## src/sv/srbr_pkg.sv

```systemverilog
// Package: shared constants, result struct and PC hash for the replacement engine.
`timescale 1ns / 1ps
`default_nettype none
package srbr_pkg;
    localparam int NUM_SETS_DEF    = 2048;
    localparam int NUM_WAYS_DEF    = 16;
    localparam int LEADER_SETS_DEF = 64;

    localparam int REUSE_N = 4096;
    localparam int REUSE_W = 12;
    localparam int ADDR_W  = 48;
    localparam int SET_IN_W = 11;
    localparam int MASK_W  = 16;

    localparam logic        KIND_VICTIM = 1'b0;
    localparam logic        KIND_UPDATE = 1'b1;

    localparam logic [1:0]  RRPV_MAX    = 2'd3;
    localparam logic [1:0]  RRPV_LONG   = 2'd2;
    localparam logic [1:0]  RRPV_NEAR   = 2'd0;
    localparam logic [1:0]  REUSE_INIT  = 2'd1;
    localparam logic [1:0]  SAT2_MAX    = 2'd3;
    localparam logic [1:0]  CONF_MIN    = 2'd2;
    localparam logic [9:0]  SEL_INIT    = 10'd512;
    localparam logic [9:0]  SEL_MAX     = 10'd1023;
    localparam logic [19:0] DECAY_INIT  = 20'd100000;
    localparam logic [ADDR_W-1:0] STRIDE_A = 48'd64;
    localparam logic [ADDR_W-1:0] STRIDE_B = 48'd128;

    typedef struct packed {
        logic [1:0] score;
        logic [1:0] reuse;
        logic [1:0] rrpv;
        logic       streaming;
        logic [9:0] sel;
        logic [4:0] upd_low;
    } ins_res_t;

    function automatic logic [REUSE_W-1:0] reuse_hash(input logic [ADDR_W-1:0] pc);
        reuse_hash = pc[11:0] ^ pc[24:13] ^ pc[34:23];
    endfunction
endpackage
`default_nettype wire

```

## src/sv/srbr_insert.sv

```systemverilog
// Update path: stride score, reuse training, insertion value and duel selector.
`timescale 1ns / 1ps
`default_nettype none
module srbr_insert
    import srbr_pkg::*;
#(
    parameter int NUM_SETS    = NUM_SETS_DEF,
    parameter int LEADER_SETS = LEADER_SETS_DEF,
    parameter int SET_W       = $clog2(NUM_SETS)
) (
    input  wire logic [SET_W-1:0]  set_idx,
    input  wire logic [ADDR_W-1:0] addr,
    input  wire logic [ADDR_W-1:0] prev_addr,
    input  wire logic [1:0]        score_old,
    input  wire logic [1:0]        reuse_old,
    input  wire logic              hit,
    input  wire logic [4:0]        upd_low_old,
    input  wire logic [9:0]        sel_old,
    output ins_res_t               res
);
    logic [ADDR_W-1:0] delta;
    logic srrip_lead, brrip_lead, pick_srrip, conf;

    always_comb begin
        delta = (addr > prev_addr) ? addr - prev_addr : prev_addr - addr;
        res.upd_low = upd_low_old + 5'd1;

        if (prev_addr == '0)
            res.score = 2'd0;
        else if (delta == STRIDE_A || delta == STRIDE_B)
            res.score = (score_old < SAT2_MAX) ? score_old + 2'd1 : score_old;
        else
            res.score = (score_old != 2'd0) ? score_old - 2'd1 : score_old;
        res.streaming = res.score >= CONF_MIN;

        if (hit)
            res.reuse = (reuse_old < SAT2_MAX) ? reuse_old + 2'd1 : reuse_old;
        else
            res.reuse = (reuse_old != 2'd0) ? reuse_old - 2'd1 : reuse_old;
        conf = res.reuse >= CONF_MIN;

        srrip_lead = 32'(set_idx) < LEADER_SETS;
        brrip_lead = !srrip_lead && (32'(set_idx) + LEADER_SETS >= NUM_SETS);
        pick_srrip = srrip_lead || (!brrip_lead && sel_old >= SEL_INIT);

        if (res.streaming)
            res.rrpv = RRPV_MAX;
        else if (conf)
            res.rrpv = RRPV_NEAR;
        else if (pick_srrip)
            res.rrpv = RRPV_LONG;
        else
            res.rrpv = (res.upd_low == 5'd0) ? RRPV_LONG : RRPV_MAX;

        res.sel = sel_old;
        if (hit && !res.streaming && !conf) begin
            if (srrip_lead) begin
                if (res.rrpv == RRPV_LONG && sel_old < SEL_MAX) res.sel = sel_old + 10'd1;
            end else if (brrip_lead) begin
                if ((res.rrpv == RRPV_LONG || res.rrpv == RRPV_MAX) && sel_old != 10'd0)
                    res.sel = sel_old - 10'd1;
            end
        end
    end
endmodule
`default_nettype wire

```

## config.mk

```make
export PLATFORM = sky130hd
export DESIGN_NAME = srbr_insert
export DESIGN_NICKNAME = d
export VERILOG_FILES = /design/src/sv/srbr_pkg.sv /design/src/sv/srbr_insert.sv
export SDC_FILE = /design/constraint.sdc
export NUM_CORES = 1
export LEC_CHECK = 0
export ABC_AREA = 1
export BUFFER_PORTS_ARGS = -buffer_cell sky130_fd_sc_hd__buf_2
export CORE_ASPECT_RATIO = 1.2
export CORE_MARGIN = 4
export CORE_UTILIZATION = 50
export DETAILED_ROUTE_END_ITERATION = 10
export PLACE_DENSITY = 0.72
export RECOVER_POWER = 25
export SETUP_SLACK_MARGIN = 0.1
export SYNTH_ARGS = -nofsm -noshare
export SYNTH_HDL_FRONTEND = slang
export SYNTH_SLANG_ARGS = --single-unit
```

## constraint.sdc

```tcl
create_clock -name vclk -period 4
set_clock_uncertainty 0.2 [all_clocks]
set_input_delay 0.2 -clock vclk [all_inputs]
set_output_delay 0.2 -clock vclk [all_outputs]
set_load 0.02 [all_outputs]
```

==> summary.md <==
| Metric | Value |
|---|---|
| Outcome | `finished clean` |
| Mapped Cells | `between 2000 and 2500` |
| Worst setup SP type | `input pin` |
| Commonest non-fill, non-tap cell in the layout | `nand2_1` |
| CLK BUF | `0` |
| Worst slew margin | `45.6%` |
| Global-route wire length before repair | `61.1 mm` |
| Vias per inst | `5.17` |
| Avg WL per Cell | `16.0 um` |
| Worst EP required | `3.60 ns` |
| Vias in the first global route | `12300` |
| Routed via count | `13700` |
| Final slew viol count | `0` |
| Most frequent cells in the layout | `770 x nand2_1, 451 x inv_1, 214 x buf_4` |
| Leakage | `between 8 and 9 nW` |
| Crit path largest cell delay | `0.29 ns` |
| # IOs | `149` |
| Die width | `134 um` |
| Synth Warn # | `0` |
| Total GRT Usage | `between 30% and 40%` |
| Antenna Cells | `0` |
| Met1 WL | `15.9 mm` |
| Clock period minus worst slack | `3.76 ns` |
| Drt total wl | `42.4 mm` |
| Hold Slack | `0.526 ns` |
| Mapped Area | `~9600 um2` |
| Met2 Routed Length | `19.8 mm` |
| Final Wtd Congestion | `1.03` |
| Top cell by count, worst path | `nand2_1` |
| Slew @ Worst Pin | `0.812 ns` |
| Sequential Area | `0 um2` |
| P&R area growth vs syn | `38.8%` |
| Max Fclk | `266 MHz` |
| Nets | `2616` |
| Setup tns final | `0 ns` |
| Die Y | `roughly 160 um` |
| CP Class | `in2out` |
| Crit path max fanout | `7` |
| Dpl cell area | `12100 um2` |
| Post-DP HPWL | `36.3 mm` |
| Slowest cell on crit path | `ha_4` |
| Avg Cell Area, Syn | `4.70 um2` |
| # setup viols final | `0` |
| Max Used Layer | `met4` |
| Critical Path Start | `addr[3]` |
| Crit path DAT | `~3.4 ns` |
| Core Util, Final | `a little over two thirds` |
| Sequential share of the synthesized area | `0%` |
| Mapped Nets | `between 2000 and 2500` |
| Netlist cell types | `between 40 and 50` |
| Fin. Hold Viols | `0` |
| DRT antenna net count | `0` |
| Initial Utilization | `50.8%` |
| Initial DRC count | `1060` |
| Die area | `approximately 21000 um2` |
| Worst setup EP type | `output pin` |
| Met3 wire length | `2.33 mm` |
| Max-Cap Viols | `0` |
| Largest net degree at the start of global routing | `14` |
| Final global-route overflow total | `0` |
| DRC violations left | `0` |
| Initial antenna violation count | `0` |
| Num rows | `55` |
| Hold Path Stages | `3` |
| Cell Pwr Density | `approximately 150 nW/um2` |
| Final instance area | `13300 um2` |
| Worst setup endpoint | `res[11]` |
| CTS Hold Bufs | `0` |
| Worst hold path class | `in2out` |
| RSZ-0062 raised after global routing | `no` |
| Pwr Total | `1.97 mW` |
| # port buffers | `143` |
| Fin crit share | `about 94%` |
| Max VDD drop | `0.0000888 V` |
| Core Area | `18900 um2` |
| Seq cells | `0` |
| Fraction of layout cells with a size suffix above 1 | `28.6%` |
| Number of detailed-route iterations in the first pass | `7` |
## synthesized netlist by cell type (all sizes together)
master | number | area share (%)
nand4 | 56 | 3.7
a21oi | 75 | 4.0
nor3 | 11 | 0.68
nand3 | 138 | 7.7
nand2 | 884 | 36
buf | 10 | 0.59
or2 | 1 | 0.065
o22ai | 1 | 0.065
nor2 | 185 | 9.4
o21ai | 19 | 0.99
o211ai | 3 | 0.29
a211oi | 1 | 0.078
inv | 490 | 19
and2 | 2 | 0.13
a21boi | 2 | 0.20
o31ai | 1 | 0.078
xnor2 | 5 | 0.46
clkbuf | 1 | 0.039
nor4 | 10 | 0.65
a21o | 2 | 0.16
o21a | 1 | 0.078
o21bai | 11 | 0.90
and3 | 4 | 0.26
nand3b | 2 | 0.16
xor2 | 16 | 1.5
ha | 99 | 13
clkinv | 7 | 0.27
## cell type report
| type | instances | area, um2 |
|---|---|---|
| timing repair buffer | 362 | 2380 |
| fill | 1763 | 5560 |
| inverter | 497 | 1870 |
| tap | 256 | 320 |
| multi-input combinational | 1529 | 8730 |
## power by group
group	switching [mW]	leakage (nW)	internal [mW]
logic	1.22	8.26	0.742
registers	0	0	0
clock network	0	0	0
## worst min-delay path by stage
| stage | startpoint | end | slack [ns] |
|---|---|---|---|
| after floorplan | upd_low_old[0] | res[0] | 0.28 |
| after global placement | upd_low_old[0] | res[0] | 0.49 |
| after detailed placement | reuse_old[0] | res[18] | 0.51 |
| after CTS | reuse_old[0] | res[18] | 0.51 |
| after global routing | upd_low_old[0] | res[0] | 0.54 |
| final | upd_low_old[4] | res[4] | 0.53 |
## routing by layer
| metal | vias up | global-route usage [%] |
|---|---|---|
| met5 | - | 0 |
| met4 | 0 | 23.7 |
| met3 | 164 | 1.54 |
| met2 | 599 | 63.1 |
| met1 | 6084 | 40.4 |
| li1 | 6822 | - |
## timing repair
| action | CTS | global route |
|---|---|---|
| buffers inserted | 0 | 10 |
| gates resized for setup | 12 | 259 |
| endpoints found under the setup margin | 10 | 10 |
| pin swaps | 0 | 58 |
## per-stage QoR
stage / instances / setup WS (ns)
6_report: 2644 / 0.238
5_1_grt: 2644 / 0.0729
4_1_cts: 2634 / 0.0954
3_5_place_dp: 2634 / -0.0450
3_3_place_gp: 2634 / 0.0397
2_1_floorplan: 2037 / 0.914
## cell families (layout without fill, tap and decap cells)
| group | after synthesis | in the layout | share of synthesized area [%] |
|---|---|---|---|
| compound gates | 116 | 116 | 6.83 |
| xor+xnor | 21 | 21 | 1.92 |
| fa+ha+maj | 99 | 99 | 12.9 |
| buf+inv | 508 | 859 | 20.1 |
| simple gates | 1293 | 1293 | 58.2 |
## worst max-delay path, delay by kind of cell
family	cells	cell delay (ns)
xor gates and xnor gates	1	0.18
buffers and inverters	8	0.85
and+or+nand+nor	18	1.62
AOI/OAI and AO/OA	1	0.16
adders and majority gates	1	0.29
Note: power is estimated with default switching activity, not from simulation.
