==> src/sv/srbr_pkg.sv <==
// Package: shared constants, result struct and PC hash for the replacement engine.
`timescale 1ns / 1ps
`default_nettype none
package srbr_pkg;
    localparam int NUM_SETS_DEF    = 2048;
    localparam int NUM_WAYS_DEF    = 16;
    localparam int LEADER_SETS_DEF = 64;

    localparam int REUSE_N = 4096;
    localparam int REUSE_W = 12;
    localparam int ADDR_W  = 48;
    localparam int SET_IN_W = 11;
    localparam int MASK_W  = 16;

    localparam logic        KIND_VICTIM = 1'b0;
    localparam logic        KIND_UPDATE = 1'b1;

    localparam logic [1:0]  RRPV_MAX    = 2'd3;
    localparam logic [1:0]  RRPV_LONG   = 2'd2;
    localparam logic [1:0]  RRPV_NEAR   = 2'd0;
    localparam logic [1:0]  REUSE_INIT  = 2'd1;
    localparam logic [1:0]  SAT2_MAX    = 2'd3;
    localparam logic [1:0]  CONF_MIN    = 2'd2;
    localparam logic [9:0]  SEL_INIT    = 10'd512;
    localparam logic [9:0]  SEL_MAX     = 10'd1023;
    localparam logic [19:0] DECAY_INIT  = 20'd100000;
    localparam logic [ADDR_W-1:0] STRIDE_A = 48'd64;
    localparam logic [ADDR_W-1:0] STRIDE_B = 48'd128;

    typedef struct packed {
        logic [1:0] score;
        logic [1:0] reuse;
        logic [1:0] rrpv;
        logic       streaming;
        logic [9:0] sel;
        logic [4:0] upd_low;
    } ins_res_t;

    function automatic logic [REUSE_W-1:0] reuse_hash(input logic [ADDR_W-1:0] pc);
        reuse_hash = pc[11:0] ^ pc[24:13] ^ pc[34:23];
    endfunction
endpackage
`default_nettype wire

==> src/sv/srbr_victim.sv <==
// Victim selection and set ageing for one row of re-reference values.
`timescale 1ns / 1ps
`default_nettype none
module srbr_victim
    import srbr_pkg::*;
#(
    parameter int NUM_WAYS = NUM_WAYS_DEF,
    parameter int WAY_W    = (NUM_WAYS > 1) ? $clog2(NUM_WAYS) : 1
) (
    input  wire logic [2*NUM_WAYS-1:0] row_in,
    input  wire logic [MASK_W-1:0]     mask,
    output logic [WAY_W-1:0]           way,
    output logic [2*NUM_WAYS-1:0]      row_out
);
    logic [NUM_WAYS-1:0] valid_ext;
    logic [NUM_WAYS-1:0] is3, is2, is1, is3_new;
    logic [1:0] top, add;
    logic       have_free;
    logic [WAY_W-1:0] free_way, aged_way;

    always_comb begin
        for (int w = 0; w < NUM_WAYS; w++) begin
            // ways above the mask width always count as valid
            valid_ext[w] = (w < MASK_W) ? mask[w % MASK_W] : 1'b1;
            is3[w] = row_in[2*w +: 2] == 2'd3;
            is2[w] = row_in[2*w +: 2] == 2'd2;
            is1[w] = row_in[2*w +: 2] == 2'd1;
        end
        have_free = ~&valid_ext;
        free_way = '0;
        for (int w = NUM_WAYS - 1; w >= 0; w--)
            if (!valid_ext[w]) free_way = WAY_W'(w);

        top = (|is3) ? 2'd3 : (|is2) ? 2'd2 : (|is1) ? 2'd1 : 2'd0;
        add = RRPV_MAX - top;
        for (int w = 0; w < NUM_WAYS; w++) begin
            row_out[2*w +: 2] = row_in[2*w +: 2] + add;
            is3_new[w] = row_out[2*w +: 2] == RRPV_MAX;
        end
        aged_way = '0;
        for (int w = NUM_WAYS - 1; w >= 0; w--)
            if (is3_new[w]) aged_way = WAY_W'(w);

        if (have_free) begin
            way = free_way;
            row_out = row_in;
        end else begin
            way = aged_way;
        end
    end
endmodule
`default_nettype wire

==> config.mk <==
export PLATFORM = sky130hd
export DESIGN_NAME = srbr_victim
export DESIGN_NICKNAME = d
export VERILOG_FILES = /design/src/sv/srbr_pkg.sv /design/src/sv/srbr_victim.sv
export SDC_FILE = /design/constraint.sdc
export NUM_CORES = 1
export LEC_CHECK = 0
export BUFFER_PORTS_ARGS = -buffer_cell sky130_fd_sc_hd__buf_2
export CAP_MARGIN = 20
export CORE_MARGIN = 2
export CORE_UTILIZATION = 51
export DETAILED_ROUTE_END_ITERATION = 8
export PLACE_DENSITY = 0.82
export RECOVER_POWER = 25
export SYNTH_ARGS = -nofsm -noshare
export SYNTH_HDL_FRONTEND = slang
export SYNTH_SLANG_ARGS = --single-unit
==> constraint.sdc <==
create_clock -name vclk -period 5.4
set_clock_uncertainty 0.1 [all_clocks]
set_input_delay 0.81 -clock vclk [all_inputs]
set_output_delay 0.81 -clock vclk [all_outputs]
set_load 0.01 [all_outputs]
==> results of run 1 <==
-- layout make-up --
type               instances  area, sq um  area share, %
well taps                 48        60.06          2.518
multi-input cells        235         1795          75.29
inverters                 24        90.09          3.778
repair buffers            88        439.2          18.42
-- layout by cell type, fill, tap and decap left out, types with 2 or more instances in the layout --
cell and instances:
a2111oi_0 2, a2111oi_1 3, a211oi_1 2, a21boi_0 2, a21oi_1 10, a221o_1 2
a221oi_1 2, a22oi_1 9, a31oi_1 3, buf_2 78, buf_4 3, clkbuf_1 7
ha_1 16, inv_1 24, mux2_2 4, mux2i_1 2, nand2_1 35, nand2b_1 7
nand3_1 4, nand3b_1 3, nand4_1 4, nor2_1 12, nor2b_1 13, o211ai_1 2
o21ai_0 21, o22ai_1 8, xnor2_1 31, xnor3_1 8, xor2_1 4
-- worst max-delay path, stage by stage --
cell and delay, ps:
buf_2 140, nor2b_1 140, a2111oi_0 600, and4_1 430, a21oi_1 190, ha_1 280
xnor2_1 150, a2111oi_0 370, o21ai_0 180, nor2b_1 180, o311ai_1 320, a2111oi_2 120
a211oi_1 220, buf_2 180
-- kinds of logic after synthesis --
kind of cell / synth area share, %
adders and majority gates: 10.36
AOI/OAI and AO/OA: 26.75
buffers and inverters: 7.189
xor gates and xnor gates: 26.04
and+or+nand+nor: 26.30
muxes: 3.368
-- per-layer routing --
layer / vias up / track usage [%] / routed length [microns]
met5: - / 0 / 0
met4: 0 / 3.646 / 78
met3: 8 / 1.370 / 419
met2: 98 / 44.39 / 2521
met1: 1002 / 37.45 / 2654
li1: 1132 / - / -
-- cells in the mapped netlist, drive strengths merged, types with 2 or more instances --
| library cell | instances |
|---|---|
| nand2 | 37 |
| xnor2 | 32 |
| inv | 24 |
| o21ai | 22 |
| ha | 16 |
| nor2b | 14 |
| nor2 | 13 |
| a21oi | 10 |
| a22oi | 10 |
| o22ai | 8 |
| xnor3 | 8 |
| nand2b | 7 |
| a2111oi | 6 |
| clkbuf | 5 |
| mux2 | 4 |
| nand3 | 4 |
| nand4 | 4 |
| xor2 | 4 |
| a31oi | 3 |
| buf | 3 |
| nand3b | 3 |
| a211oi | 2 |
| a21boi | 2 |
| a221o | 2 |
| a221oi | 2 |
| mux2i | 2 |
| nor4 | 2 |
| o211ai | 2 |
-- final timing paths --
path	end	depth (start not counted)
setup / recovery	way[0]	14
hold / removal	row_out[21]	3
-- power breakdown --
group / switching, mW / internal, mW / total [mW]
Combinational: 0.0790 / 0.0654 / 0.144
Sequential: 0 / 0 / 0
Clock: 0 / 0 / 0
Total: 0.0790 / 0.0654 / 0.144
==> flow_metrics.tcl, run 1 <==
set metrics [dict create \
    min_period_over_period_pct 96.95 \
    initial_core_util_pct 52.77 \
    avgSynthCellArea_sq_um 7.235 \
    grtUsageTotal_pct 26.22 \
    drt_iter0_drc 224 \
    post-place-ws_ps 350.7 \
    routedWlPerCell_microns 14.36 \
    drt_wl_total_microns 5673 \
    place_congestion 0.9921 \
    design_area_sq_mm 0.002385 \
    vias_per_cell 5.671 \
    setup_tns_ps 0 \
    grt_start_max_net_pins 31 \
    fp-row-count 22 \
    hold_viol 0 \
    gr-total-overflow 0 \
    synth_top_area_cell "xnor2_1" \
    status "finished clean" \
    fin_crit_ps 5235 \
    crit_start "row_in[1]" \
    min-delay-start "row_in[21]" \
    final_nets 413 \
    hpwl_microns 4763 \
    core_area_sq_mm 0.003661 \
    vias 2240 \
    total_power_mw 0.1445 \
    ys_types 54 \
    drv_cap 0 \
    fill_cells 360 \
    netlist_instances 267 \
    clock_buffers 0 \
    area_growth_pct 23.45 \
    p_leak_nw 1.106 \
    fin_cells 395 \
    dr.pass1.iters 4 \
    die_h_microns 65.55 \
    ios 84 \
    worst_slew_pin_slew_ps 681.1 \
    antenna_found_initial 0 \
    end_kind "output port" \
    cts_hold_buffers 0 \
    ys_top_cells_by_area "xnor2_1 14%, ha_1 10%, xnor3_1 9.3%, nand2_1 6.8%, o21ai_0 5.4%" \
    io_buffers 84 \
    layout-drive-gt1-share_pct 27.67 \
    dp.cells 395 \
    drv_slew 0 \
    synth_top_area_share_pct 14.05 \
    ir_drop_mv 0.03465 \
    fp.dieW_microns 65.55 \
    remaining_drc_errors 0 \
    seq_area_frac_synth_pct 0 \
    worstSetupPathType "in -> out" \
    setup_viol_count_final 0 \
    post_cts_buffers 0 \
    yosysWarnings 0 \
    ctsResizeCount 0 \
    grt_pass1_vias 1980 \
    die_area_sq_mm 0.004296 \
    layout.area.seq_sq_um 0 \
    placedInstanceArea_sq_mm 0.002396 \
    max_slew_margin_pct 53.42 \
    nFlopsAndLatches 0 \
    critPathArrivalTime_ps 4330 \
    holdWs_ps 1852 \
    rsz0062_at_grt "no" \
    critPathMaxFanout 5 \
    syn_area_sq_mm 0.001932 \
    antennaDiodeCount 0 \
    p_per_area_mw_per_mm2 60.58 \
    worst_setup_path_start_kind "input port" \
    drtAntennaViolNets 0 \
    cp_data_required_time_ps 4490 \
    syn_nets 331 \
    setup_ws_ps 164.8 \
    grt_pass1_wl_microns 9073 \
    utilization_pct 65.14 \
    hp-class "in -> out" \
    fmax_ghz 0.1910 \
]
Power figures use the tool's default switching activity.
==> run 2, diff against run 1 <==
--- a/config.mk
+++ b/config.mk
@@ -7,10 +7,10 @@
 export LEC_CHECK = 0
 export BUFFER_PORTS_ARGS = -buffer_cell sky130_fd_sc_hd__buf_2
 export CAP_MARGIN = 20
-export CORE_MARGIN = 2
-export CORE_UTILIZATION = 51
+export CORE_MARGIN = 1
+export CORE_UTILIZATION = 45
 export DETAILED_ROUTE_END_ITERATION = 8
-export PLACE_DENSITY = 0.82
+export PLACE_DENSITY = 0.73
 export RECOVER_POWER = 25
 export SYNTH_ARGS = -nofsm -noshare
 export SYNTH_HDL_FRONTEND = slang
==> flow_metrics.tcl, run 2 (synthesis results as in run 1) <==
set metrics [dict create \
    p_per_area_mw_per_mm2 60.28 \
    drt_iter0_drc 123 \
    hp-class "in -> out" \
    final_cell_mix "78 x buf_2, 35 x nand2_1, 31 x xnor2_1, 24 x inv_1, 21 x o21ai_0" \
    area_growth_pct 23.96 \
    antenna_found_initial 0 \
    met1_length_microns 2713 \
    vias 2268 \
    setup_viol_count_final 0 \
    p_leak_nw 1.111 \
    layout_commonest_cell "buf_2" \
    clock_buffers 0 \
    ir_drop_mv 0.02867 \
    holdWs_ps 1859 \
    post_cts_buffers 0 \
    fill_cells 412 \
    total_power_mw 0.1443 \
    status "finished clean" \
    dr.max_layer_used "met4" \
    max_slew_margin_pct 60.34 \
    drv_cap 0 \
    crit_start "row_in[29]" \
    ios 84 \
    die_h_microns 67.52 \
    routedWlPerCell_microns 14.63 \
    gr-total-overflow 0 \
    initial_core_util_pct 47.61 \
    place_congestion 0.8955 \
    nFlopsAndLatches 0 \
    grt_pass1_wl_microns 9232 \
    grtUsageTotal_pct 26.27 \
    vias_per_cell 5.698 \
    fmax_ghz 0.1983 \
    post-place-ws_ps 389.6 \
    drv_slew 0 \
    core_area_sq_mm 0.004058 \
    fp-row-count 23 \
    hold_viol 0 \
    cts_hold_buffers 0 \
    wl_met2_microns 2719 \
    die_area_sq_mm 0.004559 \
    utilization_pct 59.02 \
    drtAntennaViolNets 0 \
    fin_crit_ps 5043 \
    whs_endpoint "row_out[21]" \
    worst_slew_pin_slew_ps 579.9 \
    worst_setup_path_start_kind "input port" \
    critPathMaxFanout 5 \
    min-delay-start "row_in[21]" \
    grt_start_max_net_pins 31 \
    end_kind "output port" \
    min_period_over_period_pct 93.39 \
    cp_data_required_time_ps 4490 \
    layout.area.seq_sq_um 0 \
    hpwl_microns 4905 \
    io_buffers 84 \
    layout-drive-gt1-share_pct 27.87 \
    worstSetupPathType "in -> out" \
    antennaDiodeCount 0 \
    remaining_drc_errors 0 \
    fp.dieW_microns 67.52 \
    grt_pass1_vias 1956 \
    dr.pass1.iters 5 \
    rsz0062_at_grt "no" \
    wl_met3_microns 355 \
    critPathArrivalTime_ps 4130 \
    ctsResizeCount 0 \
    drt_wl_total_microns 5824 \
    hold-path-cell-count 3 \
    setup_tns_ps 0 \
    setup_ws_ps 357.0 \
    final_nets 414 \
]
==> run 2: cell types whose count changed in the layout (fill, tap and decap cells not counted), sizes merged <==
cell  previous run  this run
buf             81        82
==> run 2: worst max-delay path by stage <==
| stage | endpoint | slack, ps | cells after the start |
|---|---|---|---|
| finish | way[0] | 360 | 14 |
| global route | way[0] | 40 | 14 |
| CTS | way[0] | 370 | 15 |
| detailed placement | way[0] | 390 | 15 |
| global placement | way[0] | 390 | 15 |
| floorplan | way[0] | 330 | 12 |
==> run 2: critical path, cell delays in order <==
cell	delay (ps)
buf_2	140
a22oi_1	250
nand2_1	150
or4_4	560
a21oi_1	290
ha_1	300
xnor2_1	100
a2111oi_0	370
o21ai_0	190
nor2b_1	160
o311ai_1	360
a2111oi_2	120
a211oi_1	180
buf_2	170
==> run 2: cell type report <==
class / count / area, sq um / share of cell area (%)
well taps: 50 / 62.56 / 2.612
multi-input cells: 235 / 1795 / 74.97
inverters: 24 / 90.09 / 3.762
repair buffers: 89 / 446.7 / 18.65
==> run 2: where the power goes <==
| group | internal [mW] | switching, mW |
|---|---|---|
| clock | 0 | 0 |
| sequential | 0 | 0 |
| combinational | 0.0655 | 0.0789 |
==> run 2: stage by stage <==
stage               std cells  cell area (sq um)
finish                    398               2395
floorplan                 267               1932
global route              398               2395
detailed placement        398               2406
CTS                       398               2406
global placement          398               2406
==> run 2: layer usage <==
layer  track usage, %  vias to the layer above
li1                 -                     1136
met1            37.19                     1049
met2            45.42                       79
met3            1.014                        4
met4            1.596                        0
met5                0                        -
